**src/rtl/core/jsmc_pkg.sv**
```systemverilog
`timescale 1ns / 1ps

package jsmc_pkg;

	// Axis count and key mask width
	localparam int AXES  = 6;
	localparam int KEY_W = 6;
	localparam logic [KEY_W-1:0] AXIS_MASK = KEY_W'((1 << AXES) - 1);

	localparam int AGE_W = 16;
	localparam logic [AGE_W-1:0] AGE_MAX = '1;

	// Configuration register indexes
	localparam int CFG_IDX_W = 1;
	localparam int CFG_DATA_W = 16;
	localparam logic [CFG_IDX_W-1:0] CFG_TIMEOUT = 1'd0;
	localparam logic [CFG_IDX_W-1:0] CFG_HOLD_EN = 1'd1;

	localparam logic [AGE_W-1:0] TIMEOUT_RST = 16'd50;

	typedef enum logic [2:0] {
		OP_JOG_CMD    = 3'd0,
		OP_TICK       = 3'd1,
		OP_JOG_FAULT  = 3'd2,
		OP_TRAJ_FAULT = 3'd3,
		OP_ENTER      = 3'd4,
		OP_EXIT       = 3'd5,
		OP_RESET      = 3'd6
	} op_t;

	typedef enum logic [1:0] {
		MODE_NORMAL = 2'd0,
		MODE_IDLE   = 2'd1,
		MODE_ACTIVE = 2'd2,
		MODE_FAULT  = 2'd3
	} mode_t;

	typedef enum logic [3:0] {
		REJ_OK          = 4'd0,
		REJ_WRONG_MODE  = 4'd1,
		REJ_RESET_FIRST = 4'd2,
		REJ_TRAJ_FAULT  = 4'd3,
		REJ_NO_RELEASE  = 4'd4,
		REJ_SUPERVISOR  = 4'd5,
		REJ_SWITCH      = 4'd6,
		REJ_TRAJ_RESET  = 4'd7,
		REJ_CTRL_RESET  = 4'd8
	} reject_t;

	// One input transaction
	typedef struct packed {
		logic [2:0]       operation;
		logic [KEY_W-1:0] key_mask;
		logic             deadman_held;
		logic             fault_cleared;
		logic             supervisor_ok;
		logic             switch_ok;
		logic             trajectory_reset_ok;
		logic             controller_reset_ok;
	} req_t;

	// One result transaction
	typedef struct packed {
		mode_t   mode_now;
		logic    request_success;
		reject_t reject_code;
		logic    hold_strobe;
	} rsp_t;

	// Controller state
	typedef struct packed {
		mode_t            ctrl_mode;
		logic [AGE_W-1:0] command_age;
		logic             command_seen;
		logic             keys_released;
		logic             hold_pending;
		logic             trajectory_fault_pending;
	} state_t;

	// Configuration
	typedef struct packed {
		logic [AGE_W-1:0] timeout;
		logic             hold_en;
	} cfg_t;

endpackage

```
**src/rtl/core/jsmc_intf.sv**
```systemverilog
`timescale 1ns / 1ps

// Input channel
interface jsmc_req_if;
	logic       valid;
	logic       ready;
	logic [2:0] operation;
	logic [5:0] key_mask;
	logic       deadman_held;
	logic       fault_cleared;
	logic       supervisor_ok;
	logic       switch_ok;
	logic       trajectory_reset_ok;
	logic       controller_reset_ok;

	modport source (
		output valid, operation, key_mask, deadman_held, fault_cleared,
			supervisor_ok, switch_ok, trajectory_reset_ok, controller_reset_ok,
		input  ready
	);
	modport sink (
		input  valid, operation, key_mask, deadman_held, fault_cleared,
			supervisor_ok, switch_ok, trajectory_reset_ok, controller_reset_ok,
		output ready
	);
endinterface

// Result channel
interface jsmc_rsp_if;
	logic       valid;
	logic       ready;
	logic [1:0] mode_now;
	logic       request_success;
	logic [3:0] reject_code;
	logic       hold_strobe;

	modport source (
		output valid, mode_now, request_success, reject_code, hold_strobe,
		input  ready
	);
	modport sink (
		input  valid, mode_now, request_success, reject_code, hold_strobe,
		output ready
	);
endinterface

```
**src/rtl/core/jsmc_step.sv**
```systemverilog
`timescale 1ns / 1ps

// Next-state and result logic for one transaction
module jsmc_step (
	input  jsmc_pkg::state_t cur,
	input  jsmc_pkg::cfg_t   cfg,
	input  jsmc_pkg::req_t   req,
	output jsmc_pkg::state_t nxt,
	output jsmc_pkg::rsp_t   rsp
);
	import jsmc_pkg::*;

	logic             in_jog;
	logic             fault_ok;
	logic             fresh;
	logic             keys_active;
	logic [AGE_W-1:0] age_inc;

	assign in_jog      = (cur.ctrl_mode == MODE_IDLE) || (cur.ctrl_mode == MODE_ACTIVE);
	assign fault_ok    = in_jog && !cur.hold_pending;
	assign fresh       = cur.command_seen && cur.keys_released && (cur.command_age <= cfg.timeout);
	assign keys_active = |(req.key_mask & AXIS_MASK);
	assign age_inc     = (cur.command_age == AGE_MAX) ? AGE_MAX : cur.command_age + 1'b1;

	always_comb begin
		nxt                 = cur;
		rsp.request_success = 1'b0;
		rsp.reject_code     = REJ_OK;
		rsp.hold_strobe     = 1'b0;

		unique case (op_t'(req.operation))
			OP_JOG_CMD: begin
				nxt.command_seen  = 1'b1;
				nxt.command_age   = '0;
				nxt.keys_released = req.deadman_held && !keys_active;
				if (in_jog) begin
					if (!req.deadman_held) begin
						if (fault_ok) begin
							nxt.hold_pending = 1'b1;
							nxt.ctrl_mode    = MODE_FAULT;
							rsp.hold_strobe  = cfg.hold_en;
						end
					end else begin
						nxt.ctrl_mode = keys_active ? MODE_ACTIVE : MODE_IDLE;
					end
				end
			end
			OP_TICK: begin
				nxt.command_age = age_inc;
				// stale or missing command faults a jog mode
				if (fault_ok && (!cur.command_seen || age_inc > cfg.timeout)) begin
					nxt.hold_pending = 1'b1;
					nxt.ctrl_mode    = MODE_FAULT;
					rsp.hold_strobe  = cfg.hold_en;
				end
			end
			OP_JOG_FAULT: begin
				if (fault_ok) begin
					nxt.hold_pending = 1'b1;
					nxt.ctrl_mode    = MODE_FAULT;
					rsp.hold_strobe  = cfg.hold_en;
				end
			end
			OP_TRAJ_FAULT: begin
				if (req.fault_cleared) begin
					nxt.trajectory_fault_pending = 1'b0;
				end else begin
					nxt.trajectory_fault_pending = 1'b1;
					if (fault_ok) begin
						nxt.hold_pending = 1'b1;
						nxt.ctrl_mode    = MODE_FAULT;
						rsp.hold_strobe  = cfg.hold_en;
					end
				end
			end
			OP_ENTER: begin
				priority if (cur.ctrl_mode != MODE_NORMAL) begin
					rsp.reject_code = REJ_WRONG_MODE;
				end else if (cur.trajectory_fault_pending) begin
					rsp.reject_code = REJ_TRAJ_FAULT;
				end else if (!fresh) begin
					rsp.reject_code = REJ_NO_RELEASE;
				end else if (!req.supervisor_ok) begin
					rsp.reject_code = REJ_SUPERVISOR;
				end else if (!req.switch_ok) begin
					rsp.reject_code = REJ_SWITCH;
					nxt.ctrl_mode   = MODE_FAULT;
				end else begin
					nxt.hold_pending    = 1'b0;
					nxt.ctrl_mode       = MODE_IDLE;
					rsp.request_success = 1'b1;
				end
			end
			OP_EXIT: begin
				priority if (cur.ctrl_mode == MODE_FAULT) begin
					rsp.reject_code = REJ_RESET_FIRST;
				end else if (cur.ctrl_mode != MODE_IDLE) begin
					rsp.reject_code = REJ_WRONG_MODE;
				end else if (!req.supervisor_ok) begin
					rsp.reject_code = REJ_SUPERVISOR;
				end else if (!req.switch_ok) begin
					rsp.reject_code = REJ_SWITCH;
					nxt.ctrl_mode   = MODE_FAULT;
				end else begin
					nxt.ctrl_mode       = MODE_NORMAL;
					rsp.request_success = 1'b1;
				end
			end
			OP_RESET: begin
				priority if (cur.ctrl_mode != MODE_FAULT) begin
					rsp.reject_code = REJ_WRONG_MODE;
				end else if (!fresh) begin
					rsp.reject_code = REJ_NO_RELEASE;
				end else if (cfg.hold_en && !req.trajectory_reset_ok) begin
					rsp.reject_code = REJ_TRAJ_RESET;
				end else if (!req.controller_reset_ok) begin
					rsp.reject_code = REJ_CTRL_RESET;
				end else begin
					nxt.trajectory_fault_pending = 1'b0;
					nxt.hold_pending             = 1'b0;
					nxt.ctrl_mode                = MODE_IDLE;
					rsp.request_success          = 1'b1;
				end
			end
			default: begin
				// unused operation code: no change
			end
		endcase

		rsp.mode_now = nxt.ctrl_mode;
	end

endmodule

```
**src/rtl/core/jog_safety_mode_controller_core.sv**
```systemverilog
`timescale 1ns / 1ps

// Jog safety mode controller.
// req: one transaction per operation (jog command, tick, jog fault, trajectory
//   fault report, enter, exit, reset) with its partner answers; taken when
//   valid and ready are both high.
// rsp: exactly one result transaction per request: mode after the operation,
//   request success, reject code and hold strobe.
// cfg: write port, cfg_index 0 is the command timeout in ticks, 1 enables
//   hold on fault; write only while no transaction is in flight.
// Path: a taken request is registered in the input stage, evaluated against the
//   controller state and shown on rsp from the result register (two register stages).
// Throughput: one transaction per cycle while rsp.ready holds, set by the single
//   evaluation stage, which updates the state at the same edge that loads the result register.
// Reset: mode normal, all flags and the command age clear, timeout 50, hold
//   enabled; both stages empty.
// Stall: a held result stays in the output register; the input stage still
//   takes one more transaction, and req.ready drops only while both are full.
module jog_safety_mode_controller_core (
	input  logic                               clk,
	input  logic                               arst_n,
	input  logic                               cfg_we,
	input  logic [jsmc_pkg::CFG_IDX_W-1:0]     cfg_index,
	input  logic [jsmc_pkg::CFG_DATA_W-1:0]    cfg_wdata,
	jsmc_req_if.sink                           req,
	jsmc_rsp_if.source                         rsp
);
	import jsmc_pkg::*;

	cfg_t   cfg_q;
	state_t state_q;
	state_t state_nxt;
	req_t   req_s1;
	logic   valid_s1;
	rsp_t   rsp_s2;
	rsp_t   rsp_nxt;
	logic   valid_s2;
	logic   advance;

	// Stage 1 moves on when the result register is free or being drained
	assign advance   = valid_s1 && (!valid_s2 || rsp.ready);
	assign req.ready = !valid_s1 || advance;

	// Configuration registers
	always_ff @(posedge clk or negedge arst_n) begin
		if (!arst_n) begin
			cfg_q.timeout <= TIMEOUT_RST;
			cfg_q.hold_en <= 1'b1;
		end else if (cfg_we) begin
			unique case (cfg_index)
				CFG_TIMEOUT: cfg_q.timeout <= cfg_wdata[AGE_W-1:0];
				CFG_HOLD_EN: cfg_q.hold_en <= cfg_wdata[0];
				default: ;
			endcase
		end
	end

	// Input stage
	always_ff @(posedge clk or negedge arst_n) begin
		if (!arst_n) begin
			valid_s1 <= 1'b0;
		end else if (req.ready) begin
			valid_s1 <= req.valid;
		end
	end

	always_ff @(posedge clk) begin
		if (req.valid && req.ready) begin
			req_s1.operation           <= req.operation;
			req_s1.key_mask            <= req.key_mask;
			req_s1.deadman_held        <= req.deadman_held;
			req_s1.fault_cleared       <= req.fault_cleared;
			req_s1.supervisor_ok       <= req.supervisor_ok;
			req_s1.switch_ok           <= req.switch_ok;
			req_s1.trajectory_reset_ok <= req.trajectory_reset_ok;
			req_s1.controller_reset_ok <= req.controller_reset_ok;
		end
	end

	jsmc_step u_step (
		.cur (state_q),
		.cfg (cfg_q),
		.req (req_s1),
		.nxt (state_nxt),
		.rsp (rsp_nxt)
	);

	// Controller state
	always_ff @(posedge clk or negedge arst_n) begin
		if (!arst_n) begin
			state_q.ctrl_mode                <= MODE_NORMAL;
			state_q.command_age              <= '0;
			state_q.command_seen             <= 1'b0;
			state_q.keys_released            <= 1'b0;
			state_q.hold_pending             <= 1'b0;
			state_q.trajectory_fault_pending <= 1'b0;
		end else if (advance) begin
			state_q <= state_nxt;
		end
	end

	// Result register
	always_ff @(posedge clk or negedge arst_n) begin
		if (!arst_n) begin
			valid_s2 <= 1'b0;
		end else if (advance) begin
			valid_s2 <= 1'b1;
		end else if (rsp.ready) begin
			valid_s2 <= 1'b0;
		end
	end

	always_ff @(posedge clk) begin
		if (advance) begin
			rsp_s2 <= rsp_nxt;
		end
	end

	assign rsp.valid           = valid_s2;
	assign rsp.mode_now        = rsp_s2.mode_now;
	assign rsp.request_success = rsp_s2.request_success;
	assign rsp.reject_code     = rsp_s2.reject_code;
	assign rsp.hold_strobe     = rsp_s2.hold_strobe;

endmodule
```
**src/flat_wrapper.sv**
```systemverilog
// flat-port wrapper written by rule: the top's interface ports become plain ports
module jog_safety_mode_controller_core_flat import jsmc_pkg::*;
  (clk, arst_n, cfg_we, cfg_index, cfg_wdata, req_valid, req_operation, req_key_mask, req_deadman_held, req_fault_cleared, req_supervisor_ok, req_switch_ok, req_trajectory_reset_ok, req_controller_reset_ok, req_ready, rsp_valid, rsp_mode_now, rsp_request_success, rsp_reject_code, rsp_hold_strobe, rsp_ready);
  jsmc_req_if req_i ();
  jsmc_rsp_if rsp_i ();
  input  logic clk;
  input  logic arst_n;
  input  logic cfg_we;
  input  logic [jsmc_pkg::CFG_IDX_W-1:0] cfg_index;
  input  logic [jsmc_pkg::CFG_DATA_W-1:0] cfg_wdata;
  input wire logic [$bits(req_i.valid)-1:0] req_valid;
  input wire logic [$bits(req_i.operation)-1:0] req_operation;
  input wire logic [$bits(req_i.key_mask)-1:0] req_key_mask;
  input wire logic [$bits(req_i.deadman_held)-1:0] req_deadman_held;
  input wire logic [$bits(req_i.fault_cleared)-1:0] req_fault_cleared;
  input wire logic [$bits(req_i.supervisor_ok)-1:0] req_supervisor_ok;
  input wire logic [$bits(req_i.switch_ok)-1:0] req_switch_ok;
  input wire logic [$bits(req_i.trajectory_reset_ok)-1:0] req_trajectory_reset_ok;
  input wire logic [$bits(req_i.controller_reset_ok)-1:0] req_controller_reset_ok;
  output wire logic [$bits(req_i.ready)-1:0] req_ready;
  output wire logic [$bits(rsp_i.valid)-1:0] rsp_valid;
  output wire logic [$bits(rsp_i.mode_now)-1:0] rsp_mode_now;
  output wire logic [$bits(rsp_i.request_success)-1:0] rsp_request_success;
  output wire logic [$bits(rsp_i.reject_code)-1:0] rsp_reject_code;
  output wire logic [$bits(rsp_i.hold_strobe)-1:0] rsp_hold_strobe;
  input wire logic [$bits(rsp_i.ready)-1:0] rsp_ready;
  assign req_i.valid = req_valid;
  assign req_i.operation = req_operation;
  assign req_i.key_mask = req_key_mask;
  assign req_i.deadman_held = req_deadman_held;
  assign req_i.fault_cleared = req_fault_cleared;
  assign req_i.supervisor_ok = req_supervisor_ok;
  assign req_i.switch_ok = req_switch_ok;
  assign req_i.trajectory_reset_ok = req_trajectory_reset_ok;
  assign req_i.controller_reset_ok = req_controller_reset_ok;
  assign req_ready = req_i.ready;
  assign rsp_valid = rsp_i.valid;
  assign rsp_mode_now = rsp_i.mode_now;
  assign rsp_request_success = rsp_i.request_success;
  assign rsp_reject_code = rsp_i.reject_code;
  assign rsp_hold_strobe = rsp_i.hold_strobe;
  assign rsp_i.ready = rsp_ready;
  jog_safety_mode_controller_core u_core (.clk(clk), .arst_n(arst_n), .cfg_we(cfg_we), .cfg_index(cfg_index), .cfg_wdata(cfg_wdata), .req(req_i), .rsp(rsp_i));
endmodule
```
**config.mk**
```make
export PLATFORM = sky130hd
export DESIGN_NAME = jog_safety_mode_controller_core_flat
export DESIGN_NICKNAME = d
export VERILOG_FILES = /design/src/rtl/core/jsmc_pkg.sv /design/src/rtl/core/jsmc_intf.sv /design/src/rtl/core/jsmc_step.sv /design/src/rtl/core/jog_safety_mode_controller_core.sv /design/src/flat_wrapper.sv
export SDC_FILE = /design/constraint.sdc
export NUM_CORES = 1
export LEC_CHECK = 0
export ABC_CLOCK_PERIOD_IN_PS = 8200
export BUFFER_PORTS_ARGS = -buffer_cell sky130_fd_sc_hd__clkbuf_2
export CORE_MARGIN = 10
export CORE_UTILIZATION = 50
export DETAILED_ROUTE_END_ITERATION = 10
export PLACE_DENSITY = 0.72
export SKIP_LAST_GASP = 1
export SLEW_MARGIN = 20
export SYNTH_ARGS = -nofsm -noshare
export SYNTH_HDL_FRONTEND = slang
export SYNTH_SLANG_ARGS = --single-unit
```
**constraint.sdc**
```tcl
create_clock -name clk -period 8.2 [get_ports clk]
set_clock_uncertainty 0.1 [all_clocks]
set_input_delay 0.41 -clock clk [delete_from_list [all_inputs] [get_ports clk]]
set_output_delay 0.41 -clock clk [all_outputs]
set_load 0.05 [all_outputs]
```
==> run summary, run 1 <==
Status = finished clean
EDFF count, synth = 23
Seq cells post-synth = 64
Crit path max fanout = 9
DR WL/cell = 16.62 um
Number of global-route vias before repair = 3609
DRC = 0
Routability cong. = 0.9294
Area fraction of the dominant cell type after synthesis = 0.2120
Initial antenna violation count = 0
Part of the power in registers = 0.420
Area growth from synthesis to layout = 11.23%
DP HPWL = 7.978 mm
Dominant cells by area after synthesis = dfrtp_1 21%, edfxtp_1 16%, ha_1 11%
Layout Nets = 595
Cell count after synthesis = 482
HP Class = input pin to async pin
Synth warnings = 0
H-tree depth = 3
CORE AREA = 8593 sq um
Drt initial violations = 505
Die Width = 113.5 um
Final setup viols = 0
CP arrival = 4.34 ns
Setup_tns = 0 ns
Top-count cell post-synth = nand2_1
First-pass GRT wire length = 17.66 mm
Total power = 0.0009273 W
Critical Path Start = u_core.state_q[5]
PostCTS Resize Cnt = 0
Leakage = 2.148 nW
Required time worst endpoint = 8.29 ns
CTS tree = done
Clock Path Buffers = 2
Slew Limit Headroom = 0.3755
Overflow after GRT = 0
GRT Overall Usage = 0.1644
Simple-gate share of the synthesized area = 0.2206
RR Startpoint = u_core.state_q[5]
Post-synthesis mux area share = 0.005158
Clock buffer count from CTS = 9
Hold Vio Cnt, Final = 0
Final wirelength = 10.52 mm
Clock power share = 0.369
Clock sinks = 64
Ys async rst share = 0.6406
Clock-pin transition on the worst setup and hold timing paths = 0.09 ns
ANT nets after route = 0
Post-synthesis compound-gate area fraction = 0.1954
Via Count = 3773
Hold buffers post-CTS = 0
Main combinational cell family by area after synthesis = simple AND/OR/NAND/NOR gates
Largest net degree at the start of global routing = 42
# IOs = 47
Worst-Skew Late Latency = 0.35 ns
Syn Area/Cell = 9.060 sq um
Worst setup EP type = register
Share of post-route cells with drive strength above 1 = 0.1657
Distinct cells, synth = 69
Worst IR Drop VDD = 0.00008376 V
Root buffer cell = clkbuf_8
Multi-input combinational cell area = 2405 sq um
Area of the mapped netlist = 4367 sq um
IO Port Bufs = 46
RSZ-0062 raised after global routing = no
Crit-path slowest cell = nor2b_1
CP cell instances = ha_1 -> and3_1 -> nand4_1 -> nor3_1 -> and2_1 -> nor2b_1 -> nor2_1 -> ha_1 -> nor2b_1 -> o21ai_0 -> and3_1 -> o221a_2 -> o41ai_1 -> nor3_1 -> a211oi_1
Total die area = 12870 sq um
Max Cap Viol = 0
Leading area contributor after synthesis = dfrtp_1
Final min period = 4.256 ns
FMAX = 235.0 MHz
Worst Path Class, Setup = register to register
Combinational share of power = 0.211
Power per cell area = 190.9 nW/um^2
P_int = 0.0006433 W
Fillers = 764
Die height = 113.5 um
Adder-cell share of the synthesized area = 0.1089
Most used DFF post-synth = dfrtp_1
Initial Util = 0.5082
CP Buf/Inv Count = 0
Worst Tran Pin Value = 0.9326 ns
Reg2Reg Setup Slack = 3.94 ns
Xor/xnor share of the synthesized area = 0.02006
Row cnt = 34
Antenna fix cells = 0
Vias/cell = 5.961
Post-CTS setup buffer count = 0
Drt first pass iters = 5
Switching power share of the total = 0.3063
P_sw = 0.0002840 W
Final Max Slew Viols = 0
Syn_nets = 557
Sequential cell area = 1722 sq um
Crit start category = register
Period utilization = 0.5190
CP peak stage delay = 0.55 ns
Crit path max-delay family = simple AND/OR/NAND/NOR gates
Synth top cells by count = 59 x nand2_1, 53 x o21ai_0, 38 x ha_1
Seq/Total Area, Yosys = 0.3943
routing by layer:
metal | up-vias | track usage | routed length (um)
met2 | 173 | 0.2312 | 4407
met1 | 1760 | 0.2381 | 5060
li1 | 1825 | - | -
met5 | - | 0 | 0
met4 | 0 | 0.05753 | 170
met3 | 15 | 0.04042 | 884
logic make-up (layout without fill, tap and decap cells):
family / count (synthesis) / in the layout
muxes: 2 / 2
adders and majority gates: 38 / 38
DFF: 64 / 64
xor gates and xnor gates: 10 / 10
buffers and inverters: 50 / 93
and+or+nand+nor: 185 / 185
AOI/OAI and AO/OA: 133 / 133
through the flow:
step | setup slack (ns) | hold WS (ns) | instances | instance area (sq um) | utilization
global placement | 4.235 | 0.3723 | 617 | 4608 | 0.5363
CTS | 3.979 | 0.1194 | 633 | 4857 | 0.5652
floorplan | 4.514 | 0.01441 | 482 | 4367 | -
detailed placement | 4.012 | 0.4005 | 617 | 4608 | 0.5363
finish | 3.945 | 0.09605 | 633 | 4857 | 0.5652
global route | 3.453 | 0.1088 | 633 | 4857 | 0.5652
layout make-up:
class | instances | area share
Clock buffer | 9 | 0.02550
Clock inverter | 7 | 0.02576
Inverter | 31 | 0.02396
Multi-Input combinational cell | 368 | 0.4951
Sequential cell | 64 | 0.3545
Tap cell | 108 | 0.02782
Timing Repair Buffer | 46 | 0.04740
cells in the final DEF, fill, tap and decap left out, types with 4 or more instances in the layout:
| master | synthesis | layout |
|---|---|---|
| a31oi_1 | 6 | 6 |
| nand2b_1 | 10 | 10 |
| nor2b_1 | 12 | 11 |
| inv_1 | 29 | 29 |
| nor3_1 | 10 | 10 |
| edfxtp_1 | 23 | 23 |
| or3_1 | 4 | 4 |
| clkbuf_2 | 0 | 45 |
| nor2_1 | 35 | 35 |
| xnor2_1 | 7 | 7 |
| a211oi_1 | 8 | 8 |
| nand2_1 | 59 | 59 |
| ha_1 | 38 | 38 |
| a311oi_1 | 4 | 4 |
| and3_1 | 9 | 9 |
| dfstp_2 | 4 | 4 |
| clkbuf_8 | 2 | 9 |
| a21oi_1 | 25 | 25 |
| nand3_1 | 13 | 13 |
| dfrtp_1 | 37 | 37 |
| a22o_1 | 4 | 4 |
| o21ai_0 | 53 | 53 |
| nand4_1 | 10 | 10 |
path summary, 6_finish.rpt:
path	cells past startpoint	endpoint
setup / recovery	15	u_core.rsp.mode_now[0]
hold / removal	1	u_core.state_q[2]
setup reg to reg	15	u_core.rsp.mode_now[0]
hold reg to reg	1	u_core.rsp.valid
max in group asynchronous	1	u_core.cfg_q[1]
min in group clk	1	u_core.req_s1[7]
state kept, by name, summed over array words and instances, names as in the netlist:
signal / count
u_core.state_q: 22
u_core.cfg_q: 17
u_core.req_s1: 15
u_core.rsp.reject_code: 4
u_core.rsp.mode_now: 2
u_core.rsp.hold_strobe: 1
u_core.rsp.request_success: 1
u_core.rsp.valid: 1
u_core.valid_s1: 1
power groups by stage:
stage                     registers, W  logic [W]  clock network [W]
after floorplan               0.000399   0.000135                  0
after global placement        0.000394   0.000189                  0
after detailed placement      0.000395   0.000192                  0
after CTS                     0.000389   0.000194           0.000346
after global routing          0.000393   0.000218           0.000362
final                         0.000390   0.000196           0.000342
Power figures use the tool's default switching activity.
==> run 2, diff against run 1 <==
--- a/config.mk
+++ b/config.mk
@@ -5,12 +5,13 @@
 export SDC_FILE = /design/constraint.sdc
 export NUM_CORES = 1
 export LEC_CHECK = 0
-export ABC_CLOCK_PERIOD_IN_PS = 8200
+export ABC_AREA = 1
+export ABC_CLOCK_PERIOD_IN_PS = 3550
 export BUFFER_PORTS_ARGS = -buffer_cell sky130_fd_sc_hd__clkbuf_2
 export CORE_MARGIN = 10
 export CORE_UTILIZATION = 50
 export DETAILED_ROUTE_END_ITERATION = 10
-export PLACE_DENSITY = 0.72
+export PLACE_DENSITY = 0.75
 export SKIP_LAST_GASP = 1
 export SLEW_MARGIN = 20
 export SYNTH_ARGS = -nofsm -noshare
==> constraint.sdc (replaced) <==
create_clock -name clk -period 3.55 [get_ports clk]
set_clock_uncertainty 0.1 [all_clocks]
set_input_delay 0.1775 -clock clk [delete_from_list [all_inputs] [get_ports clk]]
set_output_delay 0.1775 -clock clk [all_outputs]
set_load 0.05 [all_outputs]
==> run summary, run 2 <==
First-pass GRT wire length = 17.63 mm (was 17.66 mm)
Die Width = 111.7 um (was 113.5 um)
Root buffer cell = clkbuf_8 (unchanged)
FMAX = 304.4 MHz (was 235.0 MHz)
Status = finished clean (unchanged)
Cells after DPL = 656 (was 617)
Worst setup EP type = register (unchanged)
Combinational share of power = 0.350 (was 0.211)
Routability cong. = 0.8939 (was 0.9294)
Critical Path Start = u_core.state_q[5] (unchanged)
Overflow after GRT = 0 (unchanged)
CP arrival = 3.29 ns (was 4.34 ns)
Synth top cells by count = 91 x nand2_1, 70 x inv_1, 54 x nor2_1 (was 59 x nand2_1, 53 x o21ai_0, 38 x ha_1)
DRC = 0 (unchanged)
Initial antenna violation count = 0 (unchanged)
P_int = 0.001631 W (was 0.0006433 W)
Die height = 111.7 um (was 113.5 um)
Most used cell, CP = nand2_1
Period utilization = 0.9254 (was 0.5190)
Max Cap Viol = 0 (unchanged)
DR WL/cell = 14.37 um (was 16.62 um)
P_sw = 0.001037 W (was 0.0002840 W)
Commonest non-fill, non-tap cell in the layout = nand2_1 (unchanged)
CTS tree = done (unchanged)
Crit start category = register (unchanged)
Number of global-route vias before repair = 3871 (was 3609)
Worst IR Drop VDD = 0.0002634 V (was 0.00008376 V)
Final Max Slew Viols = 0 (unchanged)
Syn Area/Cell = 8.213 sq um (was 9.060 sq um)
Slew Limit Headroom = 0.2363 (was 0.3755)
CORE AREA = 8217 sq um (was 8593 sq um)
Clock power share = 0.263 (was 0.369)
Crit path max fanout = 4 (was 9)
Largest Register = u_core.state_q (unchanged)
Dominant cells by area after synthesis = dfrtp_1 22%, edfxtp_1 16%, ha_1 11% (was dfrtp_1 21%, edfxtp_1 16%, ha_1 11%)
CP Buf/Inv Count = 4 (was 0)
Largest net degree at the start of global routing = 42 (unchanged)
Antenna fix cells = 0 (unchanged)
ANT nets after route = 0 (unchanged)
Post-CTS setup buffer count = 0 (unchanged)
Final hold slack = 0.3960 ns (was 0.09605 ns)
Seq/Total Area, Yosys = 0.4094 (was 0.3943)
IO Port Bufs = 46 (unchanged)
Max reg flops = 22 (unchanged)
Cell count after synthesis = 512 (was 482)
DP HPWL = 7.585 mm (was 7.978 mm)
EDFF count, synth = 23 (unchanged)
Biggest regs = u_core.state_q: 22 flops, u_core.cfg_q: 17 flops, u_core.req_s1: 15 flops (unchanged)
RR Startpoint = u_core.state_q[5] (unchanged)
Hold Path Origin = u_core.state_q[2]
Clock sinks = 64 (unchanged)
Worst Tran Pin Value = 1.141 ns (was 0.9326 ns)
Final setup viols = 0 (unchanged)
H-tree depth = 3 (unchanged)
Power per cell area = 520.6 nW/um^2 (was 190.9 nW/um^2)
Area fraction of the dominant cell type after synthesis = 0.2202 (was 0.2120)
Drt first pass iters = 5 (unchanged)
Total die area = 12480 sq um (was 12870 sq um)
Highest-count cells in the layout ignoring fill and taps = 91 x nand2_1, 70 x inv_1, 54 x nor2_1 (was 59 x nand2_1, 53 x o21ai_0, 45 x clkbuf_2)
Fin cells = 708 (was 633)
Post-Route Utilization = 0.6236 (was 0.5652)
Leading area contributor after synthesis = dfrtp_1 (unchanged)
Final min period = 3.285 ns (was 4.256 ns)
Seq cells post-synth = 64 (unchanged)
Most used DFF post-synth = dfrtp_1 (unchanged)
Synth warnings = 0 (unchanged)
Syn_nets = 587 (was 557)
Clock Path Buffers = 2 (unchanged)
Crit path max-delay family = simple AND/OR/NAND/NOR gates (unchanged)
Fillers = 702 (was 764)
Crit-path slowest cell = dfrtp_2 (was nor2b_1)
Top-count cell post-synth = nand2_1 (unchanged)
Row cnt = 33 (was 34)
Part of the power in registers = 0.387 (was 0.420)
Area of the mapped netlist = 4205 sq um (was 4367 sq um)
Share of post-route cells with drive strength above 1 = 0.1824 (was 0.1657)
Via Count = 3788 (was 3773)
Worst-Skew Late Latency = 0.35 ns (about the same)
Drt initial violations = 178 (was 505)
# IOs = 47 (unchanged)
Leakage = 2.594 nW (was 2.148 nW)
GRT Overall Usage = 0.1670 (was 0.1644)
HP Class = register to register (was input pin to async pin)
Worst Path Class, Setup = register to register (unchanged)
Total power = 0.002667 W (was 0.0009273 W)
Clock buffer count from CTS = 9 (unchanged)
Ys async rst share = 0.6406 (unchanged)
Initial Util = 0.5118 (was 0.5082)
Hold Vio Cnt, Final = 0 (unchanged)
Final wirelength = 10.18 mm (was 10.52 mm)
Area growth from synthesis to layout = 21.84% (was 11.23%)
Distinct cells, synth = 46 (was 69)
Vias/cell = 5.350 (was 5.961)
Switching power share of the total = 0.3886 (was 0.3063)
Required time worst endpoint = 3.55 ns (was 8.29 ns)
Layout Nets = 673 (was 595)
Clock-pin transition on the worst setup and hold timing paths = 0.07 ns (was 0.09 ns)
CP peak stage delay = 0.41 ns (was 0.55 ns)
-- run 2: cell type report --
type	count	area (sq um)	area share
multi-input cells	354	2132	0.4161
flip-flops and latches	64	1723	0.3363
repair buffers	82	590.6	0.1153
inverters	87	326.6	0.06374
well taps	105	131.4	0.02564
clock buffers	9	123.9	0.02418
clock inverters	7	96.34	0.01880
-- run 2: metrics by stage --
stage          setup TNS [ns]  setup slack, ns  cell area [sq um]
3_5_place_dp                0           0.2463               4531
5_1_grt              -0.02008         -0.02008               5124
4_1_cts                     0           0.2135               5111
3_3_place_gp                0           0.3369               4531
2_1_floorplan               0           0.7089               4205
6_report                    0           0.2649               5124
-- run 2: power groups by stage --
stage                     clock (W)  sequential [W]  combinational (W)
final                      0.000703         0.00103           0.000933
after CTS                  0.000711         0.00103           0.000925
after global routing       0.000748         0.00105            0.00107
after floorplan                   0         0.00107           0.000610
after detailed placement          0         0.00104           0.000883
after global placement            0         0.00104           0.000849
-- run 2: final timing paths --
kind / end / slack [ns] / cells after the start
worst max-delay path: u_core.rsp.mode_now[1] / 0.26 / 25
worst min-delay path: u_core.state_q[2] / 0.40 / 2
worst max register to register: u_core.rsp.mode_now[1] / 0.26 / 25
worst min register to register: u_core.state_q[2] / 0.40 / 2
max in group asynchronous: u_core.state_q[5] / 2.25 / 2
min in group asynchronous: u_core.cfg_q[4] / 0.42 / 2
-- run 2: cells by family after synthesis --
| logic type | synth area share |
|---|---|
| flops | 0.4094 |
| buf+inv | 0.08628 |
| compound gates | 0.1268 |
| fa+ha+maj | 0.1131 |
| xor+xnor | 0.01458 |
| simple gates | 0.2499 |
-- run 2: routing by layer --
| layer | track usage | wire length, um | up-vias | share of wire |
|---|---|---|---|---|
| met5 | 0 | 0 | - | 0 |
| met2 | 0.2677 | 4746 | 113 | 0.47 |
| met3 | 0.04026 | 497 | 14 | 0.049 |
| li1 | - | - | 1893 | - |
| met4 | 0.05398 | 165 | 0 | 0.016 |
| met1 | 0.2159 | 4768 | 1768 | 0.47 |
-- run 2: repair_timing --
action	4_1_cts	5_1_grt
setup endpoints to repair	0	2
hold endpoints to repair	71	0
gates resized for setup	0	3
hold buffers	36	0
-- run 2: tightest hold or removal path, stage by stage, from the launching register on --
cell,delay [ns]
dfrtp_1,0.35
nand2_1,0.05
o21ai_0,0.06
